File: config.mk
export PLATFORM = sky130hd
export DESIGN_NAME = hid_boot_keyboard_to_scancode
export DESIGN_NICKNAME = d
export VERILOG_FILES = /design/src/hw/rtl/hbk_pkg.sv /design/src/hw/rtl/hbk_front.sv /design/src/hw/rtl/hbk_queue.sv /design/src/hw/rtl/hbk_back.sv /design/src/hw/rtl/hid_boot_keyboard_to_scancode.sv
export SDC_FILE = /design/constraint.sdc
export NUM_CORES = 1
export LEC_CHECK = 0
export BUFFER_PORTS_ARGS = -buffer_cell sky130_fd_sc_hd__buf_2
export CAP_MARGIN = 20
export CORE_ASPECT_RATIO = 1.1
export CORE_MARGIN = 2
export CORE_UTILIZATION = 50
export CTS_CLUSTER_SIZE = 30
export DETAILED_ROUTE_END_ITERATION = 12
export PLACE_DENSITY_LB_ADDON = 0.3
export SYNTH_ARGS = -nofsm -noshare
export SYNTH_HDL_FRONTEND = slang
export SYNTH_SLANG_ARGS = --single-unit
File: constraint.sdc
create_clock -name clock -period 12.3 [get_ports clock]
set_input_delay 0.615 -clock clock [delete_from_list [all_inputs] [get_ports clock]]
set_output_delay 0.615 -clock clock [all_outputs]
set_load 0.005 [all_outputs]
File: src/hw/rtl/hbk_pkg.sv
package hbk_pkg;

   localparam int KEY_SLOTS = 6;
   localparam int USAGE_W = 8;
   localparam int MOD_W = 8;
   localparam int CODE_W = 7;
   localparam int REQ_DATA_W = ((MOD_W + KEY_SLOTS * USAGE_W + 7) / 8) * 8;
   localparam int RSP_DATA_W = ((CODE_W + 7) / 8) * 8;
   localparam int RSP_USER_W = 3;
   localparam int SLOT_IDX_W = (KEY_SLOTS > 1) ? $clog2(KEY_SLOTS) : 1;

   localparam int QUEUE_DEPTH = 2;
   localparam int QUEUE_PTR_W = (QUEUE_DEPTH > 1) ? $clog2(QUEUE_DEPTH) : 1;
   localparam int QUEUE_CNT_W = $clog2(QUEUE_DEPTH + 1);

   localparam logic [MOD_W-1:0] MOD_SHIFT_MASK = 8'h22;
   localparam logic [MOD_W-1:0] MOD_CTRL_MASK = 8'h11;
   localparam logic [MOD_W-1:0] MOD_ALT_MASK = 8'h44;

   localparam logic [USAGE_W-1:0] USAGE_A = 8'h04;
   localparam logic [USAGE_W-1:0] USAGE_Z = 8'h1D;
   localparam logic [USAGE_W-1:0] USAGE_1 = 8'h1E;
   localparam logic [USAGE_W-1:0] USAGE_9 = 8'h26;
   localparam logic [USAGE_W-1:0] USAGE_0 = 8'h27;
   localparam logic [USAGE_W-1:0] USAGE_ENTER = 8'h28;
   localparam logic [USAGE_W-1:0] USAGE_ESC = 8'h29;
   localparam logic [USAGE_W-1:0] USAGE_BKSP = 8'h2A;
   localparam logic [USAGE_W-1:0] USAGE_TAB = 8'h2B;
   localparam logic [USAGE_W-1:0] USAGE_SPACE = 8'h2C;

   localparam logic [CODE_W-1:0] KC_NONE = 7'h00;
   localparam logic [CODE_W-1:0] KC_1 = 7'h02;
   localparam logic [CODE_W-1:0] KC_0 = 7'h0B;
   localparam logic [CODE_W-1:0] KC_ENTER = 7'h1C;
   localparam logic [CODE_W-1:0] KC_ESC = 7'h01;
   localparam logic [CODE_W-1:0] KC_BKSP = 7'h0E;
   localparam logic [CODE_W-1:0] KC_TAB = 7'h0F;
   localparam logic [CODE_W-1:0] KC_SPACE = 7'h39;

   localparam int LETTERS = 26;
   localparam logic [CODE_W-1:0] LETTER_CODES [LETTERS] = '{
      7'h1E, 7'h30, 7'h2E, 7'h20, 7'h12, 7'h21, 7'h22, 7'h23, 7'h17, 7'h24, 7'h25,
      7'h26, 7'h32, 7'h31, 7'h18, 7'h19, 7'h10, 7'h13, 7'h1F, 7'h14, 7'h16, 7'h2F,
      7'h11, 7'h2D, 7'h15, 7'h2C
   };

   typedef struct packed {
      logic [KEY_SLOTS-1:0]             fire;
      logic [KEY_SLOTS-1:0][CODE_W-1:0] codes;
      logic                             alt;
      logic                             ctrl;
      logic                             shift;
   } entry_type;

   function automatic logic [CODE_W-1:0] usage_to_keycode(input logic [USAGE_W-1:0] usage);
      logic [CODE_W-1:0] kc;
      logic [4:0]        letter_idx;
      kc = KC_NONE;
      letter_idx = 5'(usage - USAGE_A);
      if (usage >= USAGE_A && usage <= USAGE_Z) begin
         kc = LETTER_CODES[letter_idx];
      end else if (usage >= USAGE_1 && usage <= USAGE_9) begin
         kc = KC_1 + CODE_W'(usage - USAGE_1);
      end else begin
         case (usage)
            USAGE_0:     kc = KC_0;
            USAGE_ENTER: kc = KC_ENTER;
            USAGE_ESC:   kc = KC_ESC;
            USAGE_BKSP:  kc = KC_BKSP;
            USAGE_TAB:   kc = KC_TAB;
            USAGE_SPACE: kc = KC_SPACE;
            default:     kc = KC_NONE;
         endcase
      end
      return kc;
   endfunction

endpackage

File: src/hw/rtl/hbk_front.sv
module hbk_front (
   input  logic                                         clock,
   input  logic                                         reset,
   input  logic                                         req_valid,
   output logic                                         req_ready,
   input  logic [hbk_pkg::MOD_W-1:0]                    modifiers,
   input  logic [hbk_pkg::KEY_SLOTS-1:0][hbk_pkg::USAGE_W-1:0] usages,
   output logic                                         push_valid,
   input  logic                                         push_ready,
   output hbk_pkg::entry_type                           push_entry
);

   logic [hbk_pkg::USAGE_W-1:0] held_ff [hbk_pkg::KEY_SLOTS];
   logic [hbk_pkg::USAGE_W-1:0] held_in [hbk_pkg::KEY_SLOTS];
   logic [hbk_pkg::KEY_SLOTS-1:0] was_held;
   logic accept;

   assign req_ready = push_ready;
   assign accept = req_valid && req_ready;

   always_comb begin
      for (int i = 0; i < hbk_pkg::KEY_SLOTS; i++) begin
         was_held[i] = 1'b0;
         for (int j = 0; j < hbk_pkg::KEY_SLOTS; j++) begin
            if (usages[i] == held_ff[j]) begin
               was_held[i] = 1'b1;
            end
         end
      end
   end

   always_comb begin
      push_entry.shift = |(modifiers & hbk_pkg::MOD_SHIFT_MASK);
      push_entry.ctrl = |(modifiers & hbk_pkg::MOD_CTRL_MASK);
      push_entry.alt = |(modifiers & hbk_pkg::MOD_ALT_MASK);
      for (int i = 0; i < hbk_pkg::KEY_SLOTS; i++) begin
         push_entry.codes[i] = hbk_pkg::usage_to_keycode(usages[i]);
         push_entry.fire[i] = (usages[i] != '0) && !was_held[i]
                              && (push_entry.codes[i] != hbk_pkg::KC_NONE);
      end
   end

   // a report with no mapped new press leaves nothing in the queue
   assign push_valid = accept && (|push_entry.fire);

   always_comb begin
      for (int i = 0; i < hbk_pkg::KEY_SLOTS; i++) begin
         held_in[i] = accept ? usages[i] : held_ff[i];
      end
   end

   always_ff @(posedge clock) begin
      for (int i = 0; i < hbk_pkg::KEY_SLOTS; i++) begin
         if (reset) begin
            held_ff[i] <= '0;
         end else begin
            held_ff[i] <= held_in[i];
         end
      end
   end

endmodule

File: src/hw/rtl/hbk_queue.sv
module hbk_queue (
   input  logic               clock,
   input  logic               reset,
   input  logic               wr_valid,
   output logic               wr_ready,
   input  hbk_pkg::entry_type wr_entry,
   output logic               rd_valid,
   input  logic               rd_ready,
   output hbk_pkg::entry_type rd_entry
);

   hbk_pkg::entry_type mem_ff [hbk_pkg::QUEUE_DEPTH];
   logic [hbk_pkg::QUEUE_PTR_W-1:0] wr_ptr_ff, wr_ptr_in;
   logic [hbk_pkg::QUEUE_PTR_W-1:0] rd_ptr_ff, rd_ptr_in;
   logic [hbk_pkg::QUEUE_CNT_W-1:0] count_ff, count_in;
   logic do_wr, do_rd;

   localparam logic [hbk_pkg::QUEUE_PTR_W-1:0] LAST_PTR =
      hbk_pkg::QUEUE_PTR_W'(hbk_pkg::QUEUE_DEPTH - 1);
   localparam logic [hbk_pkg::QUEUE_CNT_W-1:0] FULL_CNT =
      hbk_pkg::QUEUE_CNT_W'(hbk_pkg::QUEUE_DEPTH);

   assign wr_ready = (count_ff != FULL_CNT);
   assign rd_valid = (count_ff != '0);
   assign rd_entry = mem_ff[rd_ptr_ff];
   assign do_wr = wr_valid && wr_ready;
   assign do_rd = rd_valid && rd_ready;

   always_comb begin
      wr_ptr_in = wr_ptr_ff;
      rd_ptr_in = rd_ptr_ff;
      count_in = count_ff;
      if (do_wr) begin
         wr_ptr_in = (wr_ptr_ff == LAST_PTR) ? '0 : wr_ptr_ff + 1'b1;
      end
      if (do_rd) begin
         rd_ptr_in = (rd_ptr_ff == LAST_PTR) ? '0 : rd_ptr_ff + 1'b1;
      end
      if (do_wr && !do_rd) begin
         count_in = count_ff + 1'b1;
      end else if (do_rd && !do_wr) begin
         count_in = count_ff - 1'b1;
      end
   end

   always_ff @(posedge clock) begin
      if (reset) begin
         wr_ptr_ff <= '0;
         rd_ptr_ff <= '0;
         count_ff <= '0;
      end else begin
         wr_ptr_ff <= wr_ptr_in;
         rd_ptr_ff <= rd_ptr_in;
         count_ff <= count_in;
      end
   end

   always_ff @(posedge clock) begin
      if (do_wr) begin
         mem_ff[wr_ptr_ff] <= wr_entry;
      end
   end

endmodule

File: src/hw/rtl/hbk_back.sv
module hbk_back (
   input  logic                              clock,
   input  logic                              reset,
   input  logic                              pop_valid,
   output logic                              pop_ready,
   input  hbk_pkg::entry_type                pop_entry,
   output logic                              rsp_valid,
   input  logic                              rsp_ready,
   output logic [hbk_pkg::CODE_W-1:0]        scancode,
   output logic                              shift_held,
   output logic                              ctrl_held,
   output logic                              alt_held,
   output logic                              last_of_report
);

   hbk_pkg::entry_type cur_ff, cur_in;
   logic [hbk_pkg::KEY_SLOTS-1:0] mask_ff, mask_in;
   logic [hbk_pkg::KEY_SLOTS-1:0] rest, mask_after;
   logic [hbk_pkg::SLOT_IDX_W-1:0] sel;
   logic out_free, emit, load;

   logic                       valid_ff, valid_in;
   logic [hbk_pkg::CODE_W-1:0] code_ff, code_in;
   logic                       shift_ff, shift_in;
   logic                       ctrl_ff, ctrl_in;
   logic                       alt_ff, alt_in;
   logic                       last_ff, last_in;

   // lowest pending slot goes first
   always_comb begin
      sel = '0;
      for (int i = hbk_pkg::KEY_SLOTS - 1; i >= 0; i--) begin
         if (mask_ff[i]) begin
            sel = hbk_pkg::SLOT_IDX_W'(i);
         end
      end
   end

   assign rest = mask_ff & (mask_ff - 1'b1);
   assign out_free = !valid_ff || rsp_ready;
   assign emit = (|mask_ff) && out_free;
   assign mask_after = emit ? rest : mask_ff;
   assign load = (mask_after == '0) && pop_valid;
   assign pop_ready = load;

   always_comb begin
      mask_in = load ? pop_entry.fire : mask_after;
      cur_in = load ? pop_entry : cur_ff;
      valid_in = emit ? 1'b1 : (rsp_ready ? 1'b0 : valid_ff);
      code_in = emit ? cur_ff.codes[sel] : code_ff;
      shift_in = emit ? cur_ff.shift : shift_ff;
      ctrl_in = emit ? cur_ff.ctrl : ctrl_ff;
      alt_in = emit ? cur_ff.alt : alt_ff;
      last_in = emit ? (rest == '0) : last_ff;
   end

   always_ff @(posedge clock) begin
      if (reset) begin
         mask_ff <= '0;
         valid_ff <= 1'b0;
      end else begin
         mask_ff <= mask_in;
         valid_ff <= valid_in;
      end
   end

   always_ff @(posedge clock) begin
      cur_ff <= cur_in;
      code_ff <= code_in;
      shift_ff <= shift_in;
      ctrl_ff <= ctrl_in;
      alt_ff <= alt_in;
      last_ff <= last_in;
   end

   assign rsp_valid = valid_ff;
   assign scancode = code_ff;
   assign shift_held = shift_ff;
   assign ctrl_held = ctrl_ff;
   assign alt_held = alt_ff;
   assign last_of_report = last_ff;

endmodule

File: src/hw/rtl/hid_boot_keyboard_to_scancode.sv
// Converts USB HID boot keyboard reports into PS/2 set-1 make keycodes. Each report
// (modifiers and six usage slots) is compared with the previous one; every nonzero
// usage absent before and having a mapping (letters, digits, enter, esc, backspace,
// tab, space) gives one result, in slot order, carrying the report's shift, ctrl and
// alt flags and tlast on the final result of the report. A report is taken whenever
// the two-entry report queue has room; the serializer behind it sends one result per
// cycle while rsp_tready allows, so a report with n new mapped presses gives n results
// (up to six), and reports with none are taken but never enter the queue. A result
// passes through the report queue, the serializer register and the output register.
module hid_boot_keyboard_to_scancode (
   input  logic                              clock,
   input  logic                              reset,
   input  logic                              req_tvalid,
   output logic                              req_tready,
   // modifiers, usage_slot0 .. usage_slot5
   input  logic [hbk_pkg::REQ_DATA_W-1:0]    req_tdata,
   output logic                              rsp_tvalid,
   input  logic                              rsp_tready,
   // scancode, zero pad
   output logic [hbk_pkg::RSP_DATA_W-1:0]    rsp_tdata,
   // shift_held, ctrl_held, alt_held
   output logic [hbk_pkg::RSP_USER_W-1:0]    rsp_tuser,
   output logic                              rsp_tlast
);

   logic [hbk_pkg::MOD_W-1:0] modifiers;
   logic [hbk_pkg::KEY_SLOTS-1:0][hbk_pkg::USAGE_W-1:0] usages;
   logic push_valid, push_ready, pop_valid, pop_ready;
   hbk_pkg::entry_type push_entry, pop_entry;
   logic [hbk_pkg::CODE_W-1:0] scancode;
   logic shift_held, ctrl_held, alt_held;

   assign modifiers = req_tdata[hbk_pkg::MOD_W-1:0];
   always_comb begin
      for (int i = 0; i < hbk_pkg::KEY_SLOTS; i++) begin
         usages[i] = req_tdata[hbk_pkg::MOD_W + i * hbk_pkg::USAGE_W +: hbk_pkg::USAGE_W];
      end
   end

   hbk_front u_front (
      .clock      (clock),
      .reset      (reset),
      .req_valid  (req_tvalid),
      .req_ready  (req_tready),
      .modifiers  (modifiers),
      .usages     (usages),
      .push_valid (push_valid),
      .push_ready (push_ready),
      .push_entry (push_entry)
   );

   hbk_queue u_queue (
      .clock    (clock),
      .reset    (reset),
      .wr_valid (push_valid),
      .wr_ready (push_ready),
      .wr_entry (push_entry),
      .rd_valid (pop_valid),
      .rd_ready (pop_ready),
      .rd_entry (pop_entry)
   );

   hbk_back u_back (
      .clock          (clock),
      .reset          (reset),
      .pop_valid      (pop_valid),
      .pop_ready      (pop_ready),
      .pop_entry      (pop_entry),
      .rsp_valid      (rsp_tvalid),
      .rsp_ready      (rsp_tready),
      .scancode       (scancode),
      .shift_held     (shift_held),
      .ctrl_held      (ctrl_held),
      .alt_held       (alt_held),
      .last_of_report (rsp_tlast)
   );

   assign rsp_tdata = hbk_pkg::RSP_DATA_W'(scancode);
   assign rsp_tuser = {alt_held, ctrl_held, shift_held};

endmodule

==> flow_metrics.tcl, run 1 <==
set metrics [dict create \
    outcome "completed" \
    overflow 0 \
    ys.flop_type "edfxtp_1" \
    grt_max_degree 62 \
    synth_edf_count 158 \
    path_class "in -> reg" \
    setup_viol 0 \
    routedWlPerCell_microns 20.3 \
    ys_seq_elements 218 \
    cp_max_fo 51 \
    clock-sinks 218 \
    cts.clk_slew.worst_paths_ns 0.06 \
    final_common_cell "xor2_1" \
    vias 12503 \
    fin_setup_tns_ns 0 \
    r2r-start "u_front.held_ff[3][5]" \
    synth.avg_cell_area_sq_um 9.52 \
    grt_setup_unrepaired "false" \
    synthMuxAreaShare_pct 7.56 \
    cts_tree "built" \
    ys_warn_count 0 \
    p_switching_uw 886 \
    clk_path_buf_depth 3 \
    grt_pass1_vias 11913 \
    fin_skew_ns 0.0141 \
    maxCapViolations 0 \
    synthArstFlopShare_pct 0 \
    cts_htree_levels 1 \
    startpoint_type "input port" \
    synth_simple_gate_area_share_pct 14.4 \
    p_per_area_nw_per_um2 155 \
    postCtsSetupBuffers 0 \
    ant_nets 0 \
    drt_iter0_markers 1195 \
    die_w_microns 175 \
    gr-usage-all-layers_pct 24.8 \
    port_buffers 70 \
    cp-endpoint "u_queue.mem_ff[0][26]" \
    reg2reg_depth 10 \
    dr.pass1.iters 6 \
    swShare_pct 32.9 \
    synth_compound_area_share_pct 12.9 \
    min_path_type "in -> reg" \
    start_util_pct 50.4 \
    antenna_found_initial 0 \
    rows 69 \
    ys_types 83 \
    min_period_ns 4.96 \
    postCtsHoldBufs 0 \
    insertion_delay_ns 0.52 \
    tightest_slew_ns 1.03 \
    dieArea_sq_um 33700 \
    pin_count 74 \
    r2r_end "u_queue.mem_ff[0][26]" \
    mostFrequentLayoutCells "xor2_1 (179), nand2_1 (166), edfxtp_1 (158)" \
    worst_hold_slack_ns 0.380 \
    cts_buffers 23 \
    core_sq_um 32000 \
    cts_root_buffer "clkbuf_16" \
    drive_gt1_share_pct 12.5 \
    slew_viol_final 0 \
    syn_area_sq_um 16100 \
    layout.nets 1800 \
    grt_pass1_wl_microns 66300 \
    p_leak_nw 6.69 \
    seqPwrFrac_pct 42.7 \
    synthCells 1694 \
    crit_arrival_ns 5.10 \
    ir_drop_uv 95.5 \
    synthXorXnorAreaFrac_pct 16.7 \
    min_period_over_period_pct 40.3 \
    via_per_inst 5.95 \
    timing.fmax_ghz 0.202 \
    crit_required_ns 12.44 \
    end_kind "register" \
    wl_microns 42700 \
    crit_path_start "req_tdata[10]" \
    finalWeightedCongestion 0.919 \
    maxSlewHeadroom_pct 31.2 \
    synthAdderAreaFrac_pct 6.50 \
    internal_power_mw 1.81 \
    dpl.hpwl_microns 29000 \
    pwr-share-comb_pct 30.0 \
    drc 0 \
    seq_area_frac_synth_pct 36.9 \
    pwr-share-clk_pct 27.3 \
    area_delta_synth_final_pct 7.59 \
    die_h_microns 192 \
    regToRegSetupSlack_ns 8.67 \
    synth_top_family_by_area "XOR/XNOR gates" \
    cts_resized 0 \
    hold_viol 0 \
]
final cells by class:
type / count / area, sq um
repair buffers: 83 / 453
clock buffers: 27 / 601
fillers: 2803 / 14700
flip-flops and latches: 218 / 5950
clock inverters: 15 / 199
diodes: 1 / 2.50
multi-input cells: 1279 / 9430
inverters: 52 / 195
well taps: 426 / 533
state kept, by name, indices dropped and copies added, names as in the netlist, named ones only:
name and flops:
u_back.ctrl_held 1, u_back.last_of_report 1, u_back.scancode 7, u_queue.wr_ptr_ff 1, u_back.mask_ff 6, u_queue.count_ff 2, u_back.alt_held 1, u_queue.mem_ff 102
u_queue.rd_ptr_ff 1, u_back.rsp_valid 1, u_back.cur_ff 45, u_front.held_ff 48, u_back.shift_held 1
synth_stat cells (20+ instances only):
library cell | n | area [sq um]
xor2_1 | 179 | 1570
nor4_1 | 48 | 300
clkbuf_1 | 82 | 308
inv_1 | 49 | 184
a21oi_1 | 124 | 621
mux2i_1 | 27 | 270
nand4_1 | 35 | 219
nand3_1 | 20 | 100
nand2_1 | 166 | 623
xnor2_1 | 127 | 1110
mux2_2 | 55 | 619
dfxtp_1 | 60 | 1200
o21ai_0 | 58 | 290
buf_1 | 57 | 214
nor2_1 | 69 | 259
ha_1 | 83 | 1040
edfxtp_1 | 158 | 4740
critical path: stages:
cell and delay, ns:
buf_2 0.41, inv_1 0.28, ha_1 0.31, xor2_1 0.62, mux4_2 0.42, o221ai_1 0.35, nor4_1 0.13, a211oi_1 0.70
or4_1 0.24, o31a_1 0.21, nor2b_4 0.16, buf_4 0.55
per-stage QoR:
step	power [mW]	utilization, %	worst slack, ns	instances	area [sq um]
after floorplan	1.73	-	6.01	1706	16200
after global placement	1.94	51.6	6.96	2056	16500
after detailed placement	1.97	51.6	6.88	2056	16500
after CTS	2.70	54.1	7.42	2098	17300
after global routing	2.83	54.2	6.91	2100	17400
final	2.69	54.2	7.34	2101	17400
layer usage:
layer | GRT usage, % | wire (microns)
met1 | 32.5 | 17600
met2 | 43.2 | 21000
met3 | 2.78 | 2770
met4 | 7.60 | 1250
met5 | 0 | 0
cells by family (layout without fill, tap and decap cells):
kind of cell / after synthesis / count (layout)
other: 1 / 14
buffers and inverters: 209 / 177
AND/OR/NAND/NOR: 456 / 456
AO/OA/AOI/OAI: 322 / 322
flip-flops: 218 / 218
adder cells (fa/ha/maj): 84 / 84
XOR/XNOR: 307 / 307
multiplexers: 97 / 97
power by group through the flow:
stage | Clock, mW | Combinational, mW | Sequential, mW
global placement | 0 | 0.785 | 1.16
CTS | 0.744 | 0.808 | 1.15
global route | 0.775 | 0.890 | 1.17
floorplan | 0 | 0.653 | 1.08
detailed placement | 0 | 0.805 | 1.16
finish | 0.735 | 0.808 | 1.15
worst min-delay path by stage:
stage / startpoint / end / slack [ns] / depth (start not counted)
2_1_floorplan: u_back.cur_ff[2] / u_back.alt_held / 0.40 / 0
3_3_place_gp: u_back.cur_ff[0] / u_back.shift_held / 0.41 / 0
3_5_place_dp: u_back.cur_ff[0] / u_back.shift_held / 0.42 / 0
4_1_cts: req_tdata[2] / u_queue.mem_ff[1][2] / 0.37 / 2
5_1_grt: req_tdata[2] / u_queue.mem_ff[1][2] / 0.38 / 2
6_report: req_tdata[2] / u_queue.mem_ff[1][2] / 0.38 / 2
(Power assumes the default switching activity.)
==> inputs of run 2 (changes only) <==
==> constraint.sdc (replaced) <==
create_clock -name clock -period 5 [get_ports clock]
set_input_delay 0.25 -clock clock [delete_from_list [all_inputs] [get_ports clock]]
set_output_delay 0.25 -clock clock [all_outputs]
set_load 0.005 [all_outputs]
==> run 2 against run 1 <==
- non-clock buffer count rose by 21
- register-to-register slack got worse by 7.1 ns
- hold slack got worse by 0.37 ns
- clock power rose by 120%
- sequential cell count did not move
- global-route usage rose by 0.12 points
- die area did not move
- critical path depth rose by 2
- via count rose by 1.1%
- final cell count rose by 0.95%
- core utilization rose by 0.31 points
- sequential power rose by 150%
- largest cell class unchanged
==> flow_metrics.tcl, run 2 (synthesis gave the netlist of run 1 again) <==
set metrics [dict create \
    outcome "completed" \
    mostFrequentLayoutCells "xor2_1 (179), nand2_1 (166), edfxtp_1 (158)" \
    dieArea_sq_um 33700 \
    crit_path_start "req_tdata[40]" \
    pwr-share-clk_pct 25.3 \
    drive_gt1_share_pct 13.3 \
    p_leak_nw 6.75 \
    maxCapViolations 0 \
    path_class "in -> reg" \
    setup_viol 0 \
    crit_required_ns 5.44 \
    regToRegSetupSlack_ns 1.56 \
    ir_drop_uv 217 \
    setup_ws_ns 0.856 \
    port_buffers 70 \
    min_path_type "in -> reg" \
    antenna_found_initial 0 \
    cp_max_fo 19 \
    p_switching_mw 2.17 \
    finalWeightedCongestion 0.963 \
    pwr-share-comb_pct 31.2 \
    pin_count 74 \
    swShare_pct 33.4 \
    start_util_pct 50.4 \
    dp_cells 2076 \
    core_sq_um 32000 \
    via_per_inst 5.96 \
    grt_setup_unrepaired "false" \
    clock-sinks 218 \
    dpl.hpwl_microns 29800 \
    cts_root_buffer "clkbuf_16" \
    layout.nets 1821 \
    startpoint_type "input port" \
    hold_viol 0 \
    timing.fmax_ghz 0.241 \
    grt_max_degree 62 \
    worst_hold_slack_ns 0.0153 \
    crit_arrival_ns 4.59 \
    die_w_microns 175 \
    wl_microns 43200 \
    routedWlPerCell_microns 20.4 \
    min_period_ns 4.14 \
    clk_path_buf_depth 3 \
    cp-endpoint "u_queue.count_ff[1]" \
    regMostFlops "u_queue.mem_ff" \
    slew_viol_final 0 \
    insertion_delay_ns 0.51 \
    final_area_sq_um 17500 \
    cts.clk_slew.worst_paths_ns 0.06 \
    overflow 0 \
    drc 0 \
    top_regs "u_queue.mem_ff x102, u_front.held_ff x48, u_back.cur_ff x45" \
    cts_htree_levels 1 \
    fin_setup_tns_ns 0 \
    fin_cells 2121 \
    dr.pass1.iters 6 \
    hold_path.startpoint "req_tdata[1]" \
    final_common_cell "xor2_1" \
    diodes 0 \
    fin_skew_ns 0.0116 \
    cts_buffers 23 \
    placed_area_sq_um 16700 \
    r2r-start "u_front.held_ff[2][2]" \
    maxSlewHeadroom_pct 33.2 \
    drt_iter0_markers 1215 \
    gr-usage-all-layers_pct 24.9 \
    rows 69 \
    postCtsSetupBuffers 0 \
    largest_reg_flops 102 \
    postCtsHoldBufs 0 \
    grt_pass1_vias 11856 \
    p_per_area_nw_per_um2 373 \
    ant_nets 0 \
    reg2reg_depth 10 \
    utilization_pct 54.5 \
    internal_power_mw 4.33 \
    p_total_mw 6.50 \
    r2r_end "u_queue.count_ff[1]" \
    min_period_over_period_pct 82.9 \
    grt_pass1_wl_microns 66600 \
    cts_tree "built" \
    tightest_slew_ns 1.00 \
    seqPwrFrac_pct 43.5 \
    area_delta_synth_final_pct 8.21 \
    end_kind "register" \
    vias 12646 \
    cts_resized 0 \
    pre_cts_ws_ns 0.256 \
    die_h_microns 192 \
]
run 2: final cells by class:
class	instances	area, sq um
Tap cell	426	533
Clock inverter	16	136
Clock buffer	26	587
Inverter	52	195
Timing Repair Buffer	104	632
Fill cell	2833	14600
Multi-Input combinational cell	1279	9430
Sequential cell	218	5950
run 2: worst min path at each step:
| stage | slack [ns] | depth (start not counted) | endpoint |
|---|---|---|---|
| after CTS | 0.004 | 2 | u_queue.mem_ff[0][0] |
| after floorplan | 0.40 | 0 | u_back.alt_held |
| after detailed placement | 0.41 | 0 | u_back.shift_held |
| after global placement | 0.41 | 0 | u_back.alt_held |
| final | 0.02 | 2 | u_queue.mem_ff[0][0] |
| after global routing | 0.005 | 2 | u_queue.mem_ff[0][0] |
run 2: power groups by stage:
stage	Clock, mW	Combinational (mW)	Sequential [mW]
CTS	1.68	2.03	2.83
finish	1.65	2.03	2.83
global route	1.74	2.23	2.86
detailed placement	0	2.01	2.86
floorplan	0	1.61	2.65
global placement	0	1.97	2.85
run 2: critical path, stage by stage:
cell	delay [ns]
buf_2	0.37
inv_1	0.18
ha_1	0.29
and2_1	0.20
o21ai_0	0.36
nand2_1	0.19
a311o_1	0.44
nor4_1	0.27
a21oi_1	0.25
or4_1	0.58
o31a_1	0.31
ha_1	0.34
or3_1	0.39
a21oi_1	0.14
run 2: routing by layer:
layer,vias up,part of all wire [%],GRT usage [%]
met5,-,0,0
met3,113,6.7,3.17
met2,465,48,43.4
li1,5967,-,-
met1,6101,42,32.3
met4,0,3.1,7.82
